==> config.mk <==
export PLATFORM = sky130hd
export DESIGN_NAME = ldagr_ram
export DESIGN_NICKNAME = d
export VERILOG_FILES = /design/src/hw/rtl/assert_macros.svh /design/src/hw/rtl/ldagr_ram.sv
export SDC_FILE = /design/constraint.sdc
export NUM_CORES = 2
export LEC_CHECK = 0
export ABC_AREA = 0
export BUFFER_PORTS_ARGS = -buffer_cell sky130_fd_sc_hd__buf_2
export CAP_MARGIN = 20
export CORE_AREA = 10 10 390 392
export DETAILED_ROUTE_END_ITERATION = 16
export DIE_AREA = 0 0 400 402
export GPL_TIMING_DRIVEN = 0
export HOLD_SLACK_MARGIN = 0.05
export PLACE_DENSITY_LB_ADDON = 0.12
export RECOVER_POWER = 50
export REMOVE_ABC_BUFFERS = 1
export SLEW_MARGIN = 20
export SYNTH_ARGS = -nofsm -noshare
export SYNTH_HDL_FRONTEND = slang
export SYNTH_SLANG_ARGS = --single-unit
export TNS_END_PERCENT = 100
==> constraint.sdc <==
create_clock -name clk -period 6.6 [get_ports clk]
set_input_delay 0.66 -clock clk [delete_from_list [all_inputs] [get_ports clk]]
set_output_delay 0.66 -clock clk [all_outputs]
set_load 0.005 [all_outputs]
==> src/hw/rtl/assert_macros.svh <==
// Assertion helpers shared by the RTL of the topic resampler.
// No dependencies; taken in by `include where assertions are written.
`ifndef ASSERT_MACROS_SVH
`define ASSERT_MACROS_SVH

// Property that must hold at every clock edge outside reset.
`define ASSERT_AT(lbl, clk, rst_n, prop, msg) \
	lbl: assert property (@(posedge clk) disable iff (!rst_n) prop) else $error(msg);

// Condition that must never be seen outside reset.
`define ASSERT_NEVER(lbl, clk, rst_n, cond, msg) \
	lbl: assert property (@(posedge clk) disable iff (!rst_n) !(cond)) else $error(msg);

`endif

==> src/hw/rtl/ldagr_ram.sv <==
// Generic single-port synchronous RAM with registered read data.
// No dependencies.
`default_nettype none

module ldagr_ram #(
	parameter int WIDTH = 32,
	parameter int DEPTH = 64
) (
	input  wire logic                     clk,
	input  wire logic                     we,
	input  wire logic [$clog2(DEPTH)-1:0] addr,
	input  wire logic [WIDTH-1:0]         wdata,
	output logic      [WIDTH-1:0]         rdata
);

	logic [WIDTH-1:0] mem [DEPTH];

	always_ff @(posedge clk) begin
		if (we) begin
			mem[addr] <= wdata;
		end
		rdata <= mem[addr];
	end

endmodule

`default_nettype wire

# After elaboration in Yosys (flattened, before gate mapping)
# Memories as Yosys holds them, arrays and structs flattened. A register that Yosys moved wholly into a read port is not among the register bits.
# Index checks and enable logic that the tools add are counted.
[classes]
muxes = 2
[ops]
columns = ["cell", "count"]
rows = [
  ["1-bit two-way mux", 2],
]
[totals]
ramBits = 2048
memories = 1
ff_bits = 0
[memory_table]
columns = ["memory", "depth", "width", "rd", "rd_ports_with_merged_regs", "write_ports", "line", "text"]
rows = [
  ["mem", 64, 32, 1, 1, 1, "ldagr_ram.sv:16", "logic [WIDTH-1:0] mem [DEPTH];"],
]

# Logic depth before layout (Yosys ltp)
[logic_depth]
word_depth = 2
ltp_mapped = 13
ltp_nobuf = 6

# Worst setup path after synthesis
# No wires, ideal clock.
[synth_timing]
kind = "input to register"
startpoint = "input port addr[2]"
endpoint = "memory mem[15][0], enable pin"
arrival_time_ps = 3478
n_path_buf = 6
setup_slack_ps = 2701
cell_stages = 8
path_cell_list = "buf_2 buf_2 buf_2 buf_2 buf_2 buf_2 nand3_1 nor2_1"
[synth_lines]
columns = ["element", "line", "text"]
rows = [
  ["from (decl)", "ldagr_ram.sv:11", "input wire logic [$clog2(DEPTH)-1:0] addr,"],
  ["to (decl)", "ldagr_ram.sv:16", ""],
]
# Straight into the memory's write port.

==> flow_summary.ini <==
[outcome]
status = finished, violations left
failed_checks = max-capacitance violations, max-slew violations

[synth]
synthesis.area_um2 = 78900
ys_types = 56
synth_seq_area_share = 0.787
postSynthCellCount = 4239
synth_ff_type = edfxtp_1
ys_ff_latch = 2080
synth_top_area_share = 0.779
ys_warn_count = 0
synth-edff-count = 2048
yosys.area.top_type = edfxtp_1
synthTopCellsByCount = edfxtp_1, mux2i_1, a22oi_1
avgSynthCellArea_um2 = 18.6
synth_area_leaders = edfxtp_1, mux2i_1, mux4_2, mux2_2, a221oi_1
yosysMostFrequentCell = edfxtp_1
async_flop_share = 0

[detailed_routing]
met1_length_um = 89100
route.vias.total = 43600
first_pass_iters = 6
met2_wirelength_um = 103000
drt_iter0_markers = 5462
routed_wl_um = 224000
routed.top_layer = met5
wl_met3_um = 23800
post-route-drc-count = 0
viasPerCell = 6.71
antenna_left = 0
wl_per_cell_um = 34.5

[power_and_ir_drop]
p_int_mw = 21.1
sw_frac_of_total = 0.221
seqPwrFrac = 0.543
share_comb_of_total_power = 0.058
pwr-share-clk = 0.399
p_leak_nw = 29.1
p_per_area_nw_per_um2 = 297
switchingPower_mw = 5.97
ir_drop_uv = 276
power.total_mw = 27.0

[layout]
postLayoutCoreUtil = 0.629
fin_nets = 4439
n_fill_cell = 9977
area_growth_pct = 15.2
drive_above_1_share = 0.178

[global_routing]
grt_usage = 0.276
grt_max_degree = 83
antenna_found_initial = 16
globalRouteOverflowTotal = 0
grt_pass1_vias = 41900
grt_pass1_wl_um = 317000

[critical_path]
end_kind = register
cp-start-kind = input port
arrival_ps = 5580
cp_max_fo = 72
required_ps = 7300
path_class = in2reg

[floorplan]
die_w_um = 400
rows = 140
ios = 72
dieArea_um2 = 161000
core_um2 = 145000
start_util = 0.546
die_height_um = 402

[cts]
cts_made_buffers = 203
cts_sinks = 2080
cts_root_buffer = clkbuf_16
cts_tree = built
h-tree-depth = 4
ctsHoldBuffers = 0
post-cts-setup-buffer-count = 0
worst_skew_pair.late_latency_ps = 840
cts_resized = 0
cts.clk_slew.worst_paths_ps = 60
clockBufferDepth = 3

[timing]
period_minus_slack_ps = 4880
worst_pin_slew_ps = 3910
relSlewSlack = -1.60
fin_crit_sh = 0.739
finalClockSkew_ps = 35.5
finalMaxSlewViolations = 2078
setup_viol = 0
hold_violations = 0
fmax_mhz = 205
rsz0062_at_grt = false
setup-tns-final_ps = 0

[placed_design]
place.gp.congestion = 0.808
dpl.hpwl_um = 136000
portBuffers = 71

[worst_hold_path]
hold_class = in2reg

[run]
max_cap_viol_count = 33
worst max-delay path, cell delays in order:
cell     delay, ps
buf_8          410
buf_16         400
buf_16         380
buf_16         420
nor2_4         190
buf_8          220
buf_16         170
buf_12         170
buf_12         180
a22oi_1        150
o22a_1         160
a21oi_1        130
or4b_1         900
or4_1          670
power groups by stage:
| stage | combinational, mW | sequential (mW) | clock (mW) |
|---|---|---|---|
| floorplan | 0.565 | 14.9 | 0 |
| global placement | 1.58 | 14.9 | 0 |
| detailed placement | 1.56 | 14.9 | 0 |
| CTS | 1.57 | 14.7 | 10.9 |
| global route | 1.63 | 14.7 | 11.4 |
| finish | 1.56 | 14.7 | 10.8 |
final cells by class:
class	count	area (um^2)	area share
Antenna cell	8	20.0	0.000220
Clock buffer	259	5360	0.0590
Clock inverter	114	757	0.00832
Inverter	2	15.0	0.000165
Multi-Input combinational cell	1859	16200	0.178
Sequential cell	2080	62100	0.683
Tap cell	1917	2400	0.0264
Timing Repair Buffer	253	4080	0.0448
state kept, by name (all words and copies together), names as in the netlist:
| register | count |
|---|---|
| mem | 2048 |
| rdata | 32 |
metrics by stage:
stage	instances	hold slack, ps	setup slack [ps]	area (um^2)
after floorplan	3941	564	997	77600
after global placement	5929	649	-32660	80400
after detailed placement	6111	650	875	85000
after CTS	6484	78.4	1780	91100
after global routing	6485	305	1590	90900
final	6492	278	1720	91000
metal layers:
metal  vias up  track usage
met5         -            0
met4        14       0.0859
met3       403       0.0631
met2      2460        0.418
met1     22700        0.399
li1      18000            -
cell usage in the layout, fill, tap and decap left out, types with 84 or more instances in the layout:
cell	n
edfxtp_1	2048
mux2i_1	259
a221oi_1	175
a22oi_1	188
a21oi_1	121
mux4_2	96
and3_1	85
clkbuf_1	109
mux2_2	147
clkbuf_16	205
o22ai_1	93
o21ai_0	84
cell families after synthesis:
kind of cell	share of synthesized area
compound gates	0.0866
mux	0.0812
simple gates	0.0281
buf+inv	0.0168
flops	0.787
final timing paths:
kind	cells past startpoint	slack [ps]	endpoint	startpoint
setup / recovery	14	1720	rdata[13]	addr[2]
hold / removal	1	280	mem[14][28]	wdata[28]
setup reg to reg	5	3420	rdata[29]	mem[28][29]
hold reg to reg	4	660	rdata[8]	mem[58][8]
(Power assumes the default switching activity.)
