File: src/hw/rtl/assert_macros.svh
// Assertion helpers shared by the RTL of the topic resampler.
// No dependencies; taken in by `include where assertions are written.
`ifndef ASSERT_MACROS_SVH
`define ASSERT_MACROS_SVH

// Property that must hold at every clock edge outside reset.
`define ASSERT_AT(lbl, clk, rst_n, prop, msg) \
	lbl: assert property (@(posedge clk) disable iff (!rst_n) prop) else $error(msg);

// Condition that must never be seen outside reset.
`define ASSERT_NEVER(lbl, clk, rst_n, cond, msg) \
	lbl: assert property (@(posedge clk) disable iff (!rst_n) !(cond)) else $error(msg);

`endif

File: src/hw/rtl/ldagr_pkg.sv
// Package of the topic resampler: sizes, register indexes, state type and
// saturating count helpers. No dependencies.
`default_nettype none

package ldagr_pkg;

	localparam int NUM_TOPICS = 64;
	localparam int TOPIC_W    = 6;
	localparam int WORD_W     = 12;
	localparam int DOC_W      = 12;
	localparam int COUNT_W    = 24;
	localparam int TOTAL_W    = 32;
	localparam int WEIGHT_W   = 32;
	localparam int RAND_W     = 32;
	localparam int FRAC_W     = 16;
	localparam int PRIOR_W    = 24;
	localparam int VOCAB_W    = 13;
	localparam int CFG_IDX_W  = 1;
	localparam int TAB_ADDR_W = TOPIC_W + WORD_W;
	localparam int TAB_DEPTH  = NUM_TOPICS * (2 ** WORD_W);
	localparam int PROD_W     = 2 * (COUNT_W + FRAC_W);
	localparam int DIVISOR_W  = TOTAL_W + FRAC_W + 1;
	localparam int SUM_W      = WEIGHT_W + TOPIC_W;

	localparam logic [9:0] HUNDREDTH = 10'd655;

	localparam logic [TOPIC_W-1:0]   TOPIC_LAST = TOPIC_W'(NUM_TOPICS - 1);
	localparam logic [PRIOR_W-1:0]   DOC_PRIOR_RST = 24'd3277;
	localparam logic [VOCAB_W-1:0]   VOCAB_RST = 13'd4096;

	localparam logic [CFG_IDX_W-1:0] CFG_DOC_PRIOR = 1'd0;
	localparam logic [CFG_IDX_W-1:0] CFG_VOCAB     = 1'd1;

	localparam logic [0:0] OP_LOAD     = 1'b0;
	localparam logic [0:0] OP_RESAMPLE = 1'b1;

	typedef enum logic [4:0] {
		ST_CLEAR,
		ST_IDLE,
		ST_DROP_RD,
		ST_DROP_WR,
		ST_W_RD,
		ST_W_MUL1,
		ST_W_MUL2,
		ST_W_MUL3,
		ST_W_DSTART,
		ST_W_DIV,
		ST_W_ACC,
		ST_U_MUL,
		ST_U_SUM,
		ST_SEL_RD,
		ST_SEL_EV,
		ST_ADD_RD,
		ST_ADD_WR,
		ST_FIN
	} state_t;

	function automatic logic [COUNT_W-1:0] cnt_inc(input logic [COUNT_W-1:0] x);
		cnt_inc = (x == '1) ? x : x + COUNT_W'(1);
	endfunction

	function automatic logic [COUNT_W-1:0] cnt_dec(input logic [COUNT_W-1:0] x);
		cnt_dec = (x == '0) ? x : x - COUNT_W'(1);
	endfunction

	function automatic logic [TOTAL_W-1:0] tot_inc(input logic [TOTAL_W-1:0] x);
		tot_inc = (x == '1) ? x : x + TOTAL_W'(1);
	endfunction

	function automatic logic [TOTAL_W-1:0] tot_dec(input logic [TOTAL_W-1:0] x);
		tot_dec = (x == '0) ? x : x - TOTAL_W'(1);
	endfunction

endpackage

`default_nettype wire

File: src/hw/rtl/ldagr_div.sv
// Restoring divider, one quotient bit per cycle, quotient saturated to 32 bits.
// Depends on ldagr_pkg.
`default_nettype none

module ldagr_div (
	input  wire logic                                 clk,
	input  wire logic                                 arst_n,
	input  wire logic                                 start,
	input  wire logic [ldagr_pkg::PROD_W-1:0]         dividend,
	input  wire logic [ldagr_pkg::DIVISOR_W-1:0]      divisor,
	output logic                                      done,
	output logic      [ldagr_pkg::WEIGHT_W-1:0]       quotient
);

	localparam int QW = ldagr_pkg::WEIGHT_W;
	localparam int DW = ldagr_pkg::DIVISOR_W;
	localparam int CW = $clog2(QW);

	logic          busy_q;
	logic          done_q;
	logic [CW-1:0] cnt_q;
	logic [DW-1:0] rem_q;
	logic [DW-1:0] div_q;
	logic [QW-1:0] low_q;
	logic [QW-1:0] quot_q;
	logic [DW:0]   trial;
	logic          ge;
	logic          sat;

	assign sat   = {1'b0, dividend[ldagr_pkg::PROD_W-1:QW]} >= divisor;
	assign trial = {rem_q, low_q[QW-1]};
	assign ge    = trial >= {1'b0, div_q};

	always_ff @(posedge clk or negedge arst_n) begin
		if (!arst_n) begin
			busy_q <= 1'b0;
			done_q <= 1'b0;
			cnt_q  <= '0;
		end else if (start) begin
			busy_q <= !sat;
			done_q <= sat;
			cnt_q  <= '0;
		end else if (busy_q) begin
			cnt_q <= cnt_q + CW'(1);
			if (cnt_q == CW'(QW - 1)) begin
				busy_q <= 1'b0;
				done_q <= 1'b1;
			end
		end else begin
			done_q <= 1'b0;
		end
	end

	always_ff @(posedge clk) begin
		if (start) begin
			rem_q  <= DW'(dividend[ldagr_pkg::PROD_W-1:QW]);
			low_q  <= dividend[QW-1:0];
			div_q  <= divisor;
			quot_q <= sat ? '1 : '0;
		end else if (busy_q) begin
			rem_q  <= ge ? DW'(trial - {1'b0, div_q}) : trial[DW-1:0];
			low_q  <= {low_q[QW-2:0], 1'b0};
			quot_q <= {quot_q[QW-2:0], ge};
		end
	end

	assign done     = done_q;
	assign quotient = quot_q;

endmodule

`default_nettype wire

File: config.mk
export PLATFORM = sky130hd
export DESIGN_NAME = ldagr_div
export DESIGN_NICKNAME = d
export VERILOG_FILES = /design/src/hw/rtl/assert_macros.svh /design/src/hw/rtl/ldagr_pkg.sv /design/src/hw/rtl/ldagr_div.sv
export SDC_FILE = /design/constraint.sdc
export NUM_CORES = 1
export LEC_CHECK = 0
export ABC_AREA = 1
export BUFFER_PORTS_ARGS = -buffer_cell sky130_fd_sc_hd__clkbuf_2
export CORE_ASPECT_RATIO = 0.8
export CORE_MARGIN = 5
export CORE_UTILIZATION = 41
export CTS_CLUSTER_SIZE = 24
export DETAILED_ROUTE_END_ITERATION = 10
export GPL_TIMING_DRIVEN = 0
export HOLD_SLACK_MARGIN = 0.03
export PLACE_DENSITY_LB_ADDON = 0.25
export REMOVE_ABC_BUFFERS = 1
export SETUP_SLACK_MARGIN = 0.5
export SLEW_MARGIN = 20
export SYNTH_ARGS = -nofsm -noshare
export SYNTH_HDL_FRONTEND = slang
export SYNTH_SLANG_ARGS = --single-unit
File: constraint.sdc
create_clock -name clk -period 5.9 [get_ports clk]
set_input_delay 1.18 -clock clk [delete_from_list [all_inputs] [get_ports clk]]
set_output_delay 1.18 -clock clk [all_outputs]
set_load 0.05 [all_outputs]
[After elaboration in Yosys (flattened, before gate mapping)]
Cells that the tools add are included.
Operators by class
  reductions and logical operators: 2
  muxes and demuxes: 16
  add/sub/neg operators: 2
  eq/ne operators: 2
  $lt $le $gt $ge: 2
Operator list (number)
  two-way mux 32 bit: 5
  two-way mux 48 bit: 2
  >= comparator 50 x 49 -> 1 bit: 1
  >= comparator 48 x 49 -> 1 bit: 1
  two-way mux 49 bit: 1
  subtractor 49 bit: 1
  two-way mux 5 bit: 2
  two-way mux 1 bit: 6
  adder 5 x 1 -> 5 bit, second input constant: 1
  equality test 5 bit, second input constant: 1
  != test 3 x 2 -> 1 bit, second input constant: 1
  nonzero test 2 bit: 1
  logical NOT 1 bit: 1
Word-level totals
  output and inout port bits: 33
  word-level logic and storage cells: 32
  register bits: 169
  input port bits: 132

[Depth between registers and ports, before layout]
Gate-level depths: netlist (run 1).
  depth after elaboration: 4
  mapped depth: 17
  mapped depth without buffers: 17

[Least setup slack after synthesis (run 1)]
No wires, ideal clock.
  kind: input to register
  start: in start
  end: reg low_q[0], enable pin
  slack: 1.723 ns
  data required time: 5.433 ns
  stages: 3
  arrival time: 3.710 ns
  buffers on the path: 1
  setup time: 0.467 ns
  cells stage by stage: clkbuf_1 nor2_1 inv_1
On the way
  word-level cells in the longest chain between the ends: 1
RTL lines
  from (decl): RTL line ldagr_div.sv:8  | input wire logic start,
  nonzero test 2 bit (no line)
  to (signal assigned): RTL line ldagr_div.sv:57  | low_q <= dividend[QW-1:0];
  to (signal assigned): RTL line ldagr_div.sv:62  | low_q <= {low_q[QW-2:0], 1'b0};
  to (decl): RTL line ldagr_div.sv:24  | logic [QW-1:0] low_q;
Every way passes these cells.
A chain may end at the register's enable or synchronous reset.

[Worst setup path in the final report (run 1)]
  start: reg rem_q[32]
  end: reg rem_q[42], data pin
On the way
  word-level cells in the longest chain between the ends: 4
  elaborated cells on any way between the ends: 5
  classes of those cells: add/sub: 1; order compare: 1; mux: 3
RTL lines
  from (decl): RTL line ldagr_div.sv:22  | logic [DW-1:0] rem_q;
  from (signal assigned): RTL line ldagr_div.sv:56  | rem_q <= DW'(dividend[ldagr_pkg::PROD_W-1:QW]);
  from (signal assigned): RTL line ldagr_div.sv:61  | rem_q <= ge ? DW'(trial - {1'b0, div_q}) : trial[DW-1:0];
  subtractor 49 bit / >= comparator 50 x 49 -> 1 bit (equally long branches): RTL line ldagr_div.sv:61, ldagr_div.sv:32
  two-way mux 49 bit (*): RTL line ldagr_div.sv:61
  two-way mux 48 bit (*): RTL line ldagr_div.sv:60  | end else if (busy_q) begin
  two-way mux 48 bit (*): RTL line ldagr_div.sv:55  | if (start) begin
Mark *: on every way between the ends. The rest lies on a longest branch, timed or not. The select of a mux whose other input is x is not followed.

==> summary.md, run 1 <==
| Metric | Value |
|---|---|
| CTS tree | yes |
| Post-synthesis cell count | between 1.5k and 2k |
| Min cycle time layout | between 3000 and 4000 ps |
| Initial DRT Pass Iterations | 5 |
| Crit path cell chain | ha_1 > nand2_1 > inv_2 > nand2_1 > nor2_2 > inv_2 > nor2_4 > nand3_4 > nand2_4 > nand3_1 > nand2_1 > nand2_1 |
| Vias in the first global route | approximately 11k |
| Clk Latency, worst-skew pair | ~480 ps |
| Area delta synth->final | 14.3% |
| Worst Path Required | 6120 ps |
| Global-route wire length before repair | ~61000 um |
| Distinct cell type count after synthesis | 43 |
| Drt initial violations | about 680 |
| Vias | approximately 12k |
| Flops & latches, synth | 169 |
| Syn avg cell area | roughly 7 um^2 |
| Min-Delay Path Class | reg -> reg |
| Clk pwr share | about a fifth |
| Skew final | ~27 ps |
| Count leader, synth | nand2_1 |
| Bufs and invs on worst path | 2 |
| Core area | 31500 um^2 |
| Hold Crit Start | rem_q[48] |
| Reg clk slew, reported paths | ~80 ps |
| Synth top cells by count | nand2_1 (691), inv_1 (360), edfxtp_1 (161) |
| Top Layer Used | met4 |
| Ys async rst share | under 10% |
| DIE AREA | about 36000 um^2 |
| DRT met1 WL | 19600 um |
| Switch Pwr | approximately 2.6 mW |
| Layout Nets | between 2k and 2.5k |
| Fin Hold WS | a little under 500 ps |
| RR Endpoint | rem_q[42] |
| Pleak | between 8 and 9 nW |
| Synth Warn # | 0 |
| RSZ-0062 raised after global routing | no |
| Crit. End Element | flip-flop |
| Post-detailed-route DRC marker count | 0 |
| Slowest cell on crit path | nand2_4 |
| Row count | a little under 60 |
| Total clock sinks | around 170 |
| Startpoint types | flip-flop |
| RR Startpoint | rem_q[32] |
| Post-cts repair resize count | 0 |
| Post-synthesis sequential area ratio | a little under two fifths |
| Worst stage delay on the critical path | 760 ps |
| Crit path DAT | between 4000 and 5000 ps |
| Comb power frac | about half |
| Wirelength per Cell | 15.7 um |
| Slew HR | between 30% and 40% |
| # setup viols final | 0 |
| Max Cap Viol | 0 |
| Sequential power share | between 20% and 30% |
| Placed Cells | about 2.4k |
| Port Buf Inserts | approximately 160 |
| Synth area leaders | edfxtp_1 (37%), nand2_1 (20%), inv_1 (10%) |
| Antenna Violating Nets Remaining | 0 |
| Critical Path Most Common Cell | nand2_1 |
| Critical path type | reg -> reg |
| Layout Utilization | about 48% |
| Family with the most delay on the worst path | simple AND/OR/NAND/NOR gates |
| Outcome | completed |
| Cell Pwr Density | 385 nW/um^2 |
| Fin cells | about 2.4k |
| Clk buf depth | 2 |
| Final Wtd Congestion | 0.939 |
| Hold Vio Cnt, Final | 0 |
| Synth Flop Type | edfxtp_1 |
| Count of flip-flops with a built-in enable after synthesis | around 160 |
| Top achievable clock speed | around 260 MHz |
| Met2 WL | around 16000 um |
| CP max FO | 50 |
| DP HPWL | between 30000 and 40000 um |
| Post-CTS Setup Bufs | 0 |
| CTS H-Tree Depth | 4 |
| Vias/cell | roughly 4.8 |
| Period utilization | between 60% and 70% |
| Slew of the pin with the lowest slew margin | ~920 ps |
| Total grt overflow | 0 |
| Share of layout cells above drive strength 1 | about an eighth |
| Yosys top cell area share | a little under two fifths |
| TritonCTS Buffers | 17 |
| Hold Path Depth | 2 |
| Routed wire length | slightly below 40000 um |
| I/O pins | between 150 and 200 |
| CTS Root Cell | clkbuf_16 |
| Net Sw Frac | a little under half |
| Initial antenna violation count | 1 |
| Internal Power | 3.15 mW |
| R2R cell count | 12 |
| # diodes | 0 |
| DIE HEIGHT | 170 um |
| Slew Viols, Final | 0 |
| WL met3 | 2410 um |
| Mapped Area | around 13000 um^2 |
| Initial Utilization | between 40% and 50% |
| All-Layer GR Usage | between 20% and 30% |
| Setup Total Neg Slack | 0 ps |
| Max rail drop VDD | 0.000211 V |
| Largest net degree at the start of global routing | roughly 110 |
| Final total power | 5.77 mW |
| R2r setup slk | between 2000 and 2500 ps |
| Cts hold-fix bufs | 0 |
| Area leader, netlist | edfxtp_1 |
| Endpoint of the worst hold path | rem_q[48] |
| Die width | around 210 um |
## worst max path at each step
stage / depth (start not counted) / to / from
finish: 12 / rem_q[42] / rem_q[32]
detailed placement: 12 / rem_q[42] / rem_q[32]
CTS: 12 / rem_q[34] / rem_q[32]
global route: 12 / rem_q[42] / rem_q[32]
global placement: 3 / rem_q[7] / start
floorplan: 2 / low_q[0] / start
## metal layers
layer	global-route usage [%]	up-vias
met5	0	-
met4	4.40	0
met3	4.48	27
met2	32.4	267
met1	32.3	5299
li1	-	6077
## worst reg2reg max path, stage by stage, from the launching register on
cell,delay [ps]
edfxtp_1,510
ha_1,520
nand2_1,170
inv_2,80
nand2_1,70
nor2_2,180
inv_2,70
nor2_4,110
nand3_4,570
nand2_4,770
nand3_1,340
nand2_1,150
nand2_1,50
## layout make-up
| type | count | area [um^2] |
|---|---|---|
| inverter | 373 | 1410 |
| tap | 420 | 526 |
| multi-input combinational | 1281 | 6480 |
| clock buffer | 17 | 425 |
| clock inverter | 15 | 174 |
| fill | 3298 | 16500 |
| sequential | 169 | 5030 |
| timing repair buffer | 168 | 940 |
## per-stage QoR
| step | setup slack (ps) | area (um^2) |
|---|---|---|
| finish | 2050 | 15000 |
| global route | 1850 | 15000 |
| CTS | 1670 | 15000 |
| detailed placement | 1670 | 14400 |
| global placement | -2330 | 14200 |
| floorplan | 1980 | 12900 |
## state kept, by name (all words and copies together) (netlist names)
| register | count |
|---|---|
| div_q | 49 |
| low_q | 32 |
| rem_q | 49 |
| cnt_q | 5 |
| busy_q | 1 |
| done | 1 |
| quotient | 32 |
## power groups by stage
stage	logic [mW]	registers, mW	clock network, mW
finish	2.88	1.70	1.19
detailed placement	2.86	1.72	0
floorplan	1.91	1.81	0
CTS	2.87	1.70	1.22
global route	3.25	1.73	1.27
global placement	2.80	1.73	0
## cells by family (layout without fill, tap and decap cells)
logic type	after synthesis	after routing	share of synthesized area, %
buffers and inverters	412	573	12.2
AO/OA/AOI/OAI	87	87	3.62
AND/OR/NAND/NOR	1070	1070	34.6
XOR/XNOR	24	24	1.60
adder cells (fa/ha/maj)	100	100	9.60
flip-flops	169	169	38.4
## cells in the final DEF (no fill, tap or decap), drive strengths merged, types with 23 or more instances in the layout
cell type  count
xnor2         23
nand2        702
inv          380
ha            99
a21oi         54
edfxtp       161
nand3        110
nor2         176
nand3b        45
clkbuf       181
(Power assumes the default switching activity.)
==> run 2: changes to the inputs <==
Clock period 5.9 ns to 3.1 ns, I/O delays scaled along.
==> run 2 against run 1 <==
Net effect:
- combinational power rose by 150%
- non-clock buffer count rose by 41
- hold slack got worse by 160 ps
- global-route usage rose by 1.4 points
- worst setup slack got worse by 1500 ps
==> summary.md, run 2 (synthesized netlist as in run 1, its figures left out) <==
| Metric | Value |
|---|---|
| Outcome | completed |
| CTS Root Cell | clkbuf_16 |
| Final Wtd Congestion | around 0.94 |
| Biggest regs | div_q (49), rem_q (49) |
| Clk buf depth | 2 |
| CTS tree | yes |
| Row count | 58 |
| Reg clk slew, reported paths | 100 ps |
| Crit path DAT | around 2800 ps |
| # diodes | 0 |
| RR Startpoint | rem_q[32] |
| # setup viols final | 0 |
| DP HPWL | 30400 um |
| CP max FO | 7 |
| R2r setup slk | slightly above 500 ps |
| R2R cell count | 14 |
| Place WS | -1130 ps |
| DIE AREA | 35700 um^2 |
| RSZ-0062 raised after global routing | yes |
| Critical path type | reg -> reg |
| Largest net degree at the start of global routing | around 110 |
| DIE HEIGHT | 170 um |
| Max rail drop VDD | 0.000402 V |
| Most common cell after layout, fill and taps aside | nand2_1 |
| Antenna Violating Nets Remaining | 0 |
| All-Layer GR Usage | approximately 23% |
| Worst Path Required | approximately 3300 ps |
| Fin Hold WS | approximately 330 ps |
| Slew HR | 59.6% |
| Endpoint of the worst hold path | div_q[45] |
| I/O pins | 165 |
| Total clock sinks | around 170 |
| Die width | about 210 um |
| Most frequent cells in the layout | nand2_1 (652), inv_1 (352), clkbuf_2 (163), edfxtp_1 (161), nor2_1 (151) |
| Wirelength per Cell | 17.3 um |
| Top achievable clock speed | approximately 390 MHz |
| Hold Path Depth | 1 |
| Max Cap Viol | 0 |
| Final total power | between 10 and 15 mW |
| Share of layout cells above drive strength 1 | 20.2% |
| Total grt overflow | 0 |
| TritonCTS Buffers | 17 |
| Vias | roughly 12k |
| Routed wire length | between 40000 and 50000 um |
| Global-route wire length before repair | about 64000 um |
| Worst setup margin | 509 ps |
| Setup Total Neg Slack | 0 ps |
| Initial DRT Pass Iterations | 5 |
| Vias in the first global route | between 10k and 15k |
| Post-detailed-route DRC marker count | 0 |
| RR Endpoint | rem_q[42] |
| Crit. End Element | flip-flop |
| Drt initial violations | 741 |
| Area delta synth->final | 26.3% |
| Core area | 31500 um^2 |
| Cell Pwr Density | just under 800 nW/um^2 |
| Port Buf Inserts | 164 |
| Hold Vio Cnt, Final | 0 |
| Slew Viols, Final | 0 |
| Period utilization | roughly 84% |
| Layout Utilization | 52.6% |
| Min-Delay Path Class | in -> reg |
| Min cycle time layout | ~2600 ps |
| Initial antenna violation count | 1 |
| Hold Crit Start | divisor[45] |
| Layout Nets | 2294 |
| CTS H-Tree Depth | 4 |
| Pleak | 8.47 nW |
| Slew of the pin with the lowest slew margin | just over 600 ps |
| Startpoint types | flip-flop |
| Vias/cell | around 4.9 |
| Initial Utilization | 41.6% |
| Clk Latency, worst-skew pair | approximately 480 ps |
| Skew final | 29.1 ps |
## run 2: cell types whose count changed in the layout (fill, tap and decap cells not counted), moves of 6 or more
cell     change
nand3_1     -19
inv_1        -7
nand2_8      +7
ha_4        +40
buf_12       +9
ha_1        -43
nand3_2     +11
nor2_4       +6
buf_4       +26
nand3_4     +12
nor2_1       -8
nand2_1     -39
nand2_2     +32
## run 2: cell type report
class | count | area (um^2)
fillers | 3154 | 14900
multi-input cells | 1291 | 7560
flip-flops and latches | 169 | 5030
repair buffers | 209 | 1420
inverters | 373 | 1420
well taps | 420 | 526
clock buffers | 17 | 425
clock inverters | 15 | 174
repair inverters | 1 | 7.51
## run 2: critical path: stages, from the launching register on
cell and delay, ps:
edfxtp_1 540, ha_4 390, nand2_4 80, inv_2 80, nand2_2 60, nor2_4 140, buf_6 120, inv_4 30
nor2_4 190, nand3_4 130, buf_12 180, nand2_8 160, nand3_4 120, nand2_2 70, nand2_1 40
## run 2: how the worst max path moves through the flow
stage / from / depth (start not counted) / to
after global placement: start / 3 / rem_q[7]
after CTS: rem_q[32] / 16 / rem_q[42]
final: rem_q[32] / 14 / rem_q[42]
after global routing: rem_q[32] / 14 / rem_q[34]
after floorplan: start / 2 / low_q[0]
after detailed placement: rem_q[32] / 12 / rem_q[42]
## run 2: through the flow
stage               std cells  area (um^2)
detailed placement       2411        14400
floorplan                1823        12900
CTS                      2467        15600
global route             2495        16600
finish                   2495        16600
global placement         2407        14200
## run 2: per-layer routing
layer / routed length [um] / global-route usage (%)
met5: 0 / 0
met4: 852 / 5.47
met3: 2980 / 5.40
met2: 18300 / 34.7
met1: 21000 / 33.6
## run 2: what timing repair did
item	CTS	global route
hold endpoints to repair	7	0
endpoints found under the setup margin	81	81
hold buffers	1	0
gates resized for setup	62	118
gates cloned	8	6
pin swaps	7	41
buffers inserted	15	22
## run 2: power by group
part           leakage, nW  internal (mW)  total, mW  switching [mW]
clock network        0.292           1.16       2.27            1.12
registers             1.75           3.04       3.35           0.308
logic                 6.43           2.73       7.14            4.41
==> run 3: changes to the inputs <==
Clock period 3.1 ns to 2.4 ns, I/O delays scaled along.
==> run 3 against run 2 <==
Net effect:
- the run now ends with setup timing left
- sequential share of layout area is 2.9 points lower
- sequential cell count did not move
- wire length rose by 6.1%
- global-route usage increased by 2.0 points
- worst setup slack worse by 690 ps
- combinational power increased by 48%
- non-clock buffer count is 43 higher
- fmax grew 0.34%
- critical path type unchanged
- critical endpoint is now rem_q[20]
- largest cell class unchanged
- largest power group unchanged
- highest routed layer unchanged
==> summary.md, run 3 (synthesized netlist as in run 1, its figures left out) <==
| Metric | Value |
|---|---|
| Outcome | finished with violations |
| Violated checks | setup timing |
| Vias | roughly 13k |
| Worst setup margin | -182 ps |
| Clk buf depth | 2 |
| RR Endpoint | rem_q[20] |
| CP max FO | 7 |
| Share of layout cells above drive strength 1 | 29.9% |
| # setup viols final | 50 |
| Crit path DAT | around 2800 ps |
| Worst Path Required | 2610 ps |
| Critical path type | reg -> reg |
| Period utilization | 108% |
| Routed wire length | 45700 um |
| Final Wtd Congestion | around 0.94 |
| Antenna Violating Nets Remaining | 0 |
| DIE HEIGHT | 170 um |
| Initial DRT Pass Iterations | 6 |
| Most frequent cells in the layout | nand2_1 (610), inv_1 (325), edfxtp_1 (161), clkbuf_2 (144), nor2_1 (115) |
| DP HPWL | about 30000 um |
| R2R cell count | 16 |
| Min-Delay Path Class | in -> reg |
| Top achievable clock speed | just under 400 MHz |
| Reg clk slew, reported paths | approximately 100 ps |
| Filler cells | slightly below 3k |
| Crit path to | rem_q[20] |
| Row count | between 50 and 60 |
| DRT met1 WL | around 22000 um |
| Biggest regs | div_q (49), rem_q (49) |
| Layout Nets | roughly 2.3k |
| Global-route wire length before repair | a little under 70000 um |
| I/O pins | between 150 and 200 |
| Total clock sinks | 169 |
| All-Layer GR Usage | around a quarter |
| Min cycle time layout | approximately 2600 ps |
| Pleak | approximately 9 nW |
| Top Layer Used | met4 |
| Slew HR | 65.9% |
| Fin Hold WS | between 150 and 200 ps |
| Crit path from | rem_q[32] |
| Startpoint types | flip-flop |
| Port Buf Inserts | about 160 |
| CTS Root Cell | clkbuf_16 |
| Hold Vio Cnt, Final | 0 |
| CTS tree | yes |
| Initial antenna violation count | 0 |
| RR Startpoint | rem_q[32] |
| Wirelength per Cell | between 15 and 20 um |
| Core area | about 31000 um^2 |
| Post-detailed-route DRC marker count | 0 |
| TritonCTS Buffers | 17 |
| Largest net degree at the start of global routing | approximately 110 |
| RSZ-0062 raised after global routing | yes |
| Crit. End Element | flip-flop |
| Final instance area | between 15000 and 20000 um^2 |
| CTS H-Tree Depth | 4 |
| Most common cell after layout, fill and taps aside | nand2_1 |
| Slew Viols, Final | 0 |
| R2r setup slk | -180 ps |
| Clk Latency, worst-skew pair | ~480 ps |
| Initial Utilization | 41.6% |
| Max rail drop VDD | roughly 0.00054 V |
| Cell Pwr Density | roughly 980 nW/um^2 |
| Met2 WL | between 15000 and 20000 um |
| Setup Total Neg Slack | -6740 ps |
| Vias/cell | 5.02 |
| WL met3 | between 3000 and 4000 um |
| Slew of the pin with the lowest slew margin | slightly above 500 ps |
| # diodes | 0 |
| Skew final | between 20 and 30 ps |
| Total grt overflow | 0 |
| Max Cap Viol | 0 |
| Area after DPL | around 14000 um^2 |
| Drt initial violations | ~780 |
| Vias in the first global route | ~12k |
| Die width | between 200 and 250 um |
| DIE AREA | between 30000 and 40000 um^2 |
| Area delta synth->final | 39.4% |
run 3: cell types whose count changed in the layout (fill, tap and decap cells not counted), moves of 27 or more:
cell     delta
nand3_1    -28
inv_1      -27
nor2_1     -36
nand2_1    -42
nand2_2    +29
nor2_4     +33
run 3: how the worst min path moves through the flow:
| stage | cells after the start | start | to |
|---|---|---|---|
| floorplan | 0 | arst_n | busy_q |
| global placement | 1 | arst_n | done |
| detailed placement | 1 | arst_n | busy_q |
| CTS | 1 | divisor[46] | div_q[46] |
| global route | 1 | divisor[47] | div_q[47] |
| finish | 1 | divisor[47] | div_q[47] |
run 3: cell type report:
| class | count | area (um^2) | share of cell area, % |
|---|---|---|---|
| clock buffers | 17 | 425 | 2.33 |
| clock inverters | 15 | 174 | 0.952 |
| inverters | 373 | 1450 | 7.92 |
| multi-input cells | 1293 | 8610 | 47.1 |
| flip-flops and latches | 169 | 5030 | 27.5 |
| well taps | 420 | 526 | 2.88 |
| repair buffers | 252 | 2060 | 11.3 |
| repair inverters | 1 | 7.51 | 0.0411 |
run 3: timing repair:
action / 4_1_cts / 5_1_grt
hold buffers: 1 / 0
pin swaps: 79 / 68
endpoints found under the setup margin: 83 / 136
resized for setup: 264 / 220
gates cloned: 17 / 1
setup buffers: 58 / 20
hold endpoints to repair: 7 / 0
run 3: layer usage:
layer  vias to the layer above  track usage, %
li1                       6318               -
met1                      5988            36.3
met4                         0            6.75
met2                       393            38.4
met3                        52            4.68
met5                         -               0
run 3: critical path: stages, from the launching register on:
cell and delay, ps:
edfxtp_1 540, ha_4 400, nand2_4 90, inv_2 80
nand2_2 60, nand2_2 80, inv_2 40, nand2_2 60
inv_2 40, a21oi_4 160, nor2_4 90, clkbuf_16 190
buf_12 150, nand2_8 120, nand2_1 70, nand3_1 70
nand2_1 60
run 3: stage by stage:
step / setup WS (ps) / std cells / power, mW / utilization (%)
floorplan: -821 / 1823 / 9.17 / -
global placement: -5130 / 2407 / 11.1 / 45.2
detailed placement: -1830 / 2411 / 11.3 / 45.6
CTS: -117 / 2519 / 17.0 / 54.7
global route: -268 / 2540 / 19.0 / 58.0
finish: -182 / 2540 / 17.9 / 58.0
run 3: power breakdown:
part | internal, mW | switching (mW)
Combinational | 4.25 | 6.37
Sequential | 3.93 | 0.404
Clock | 1.49 | 1.45
Total | 9.67 | 8.23
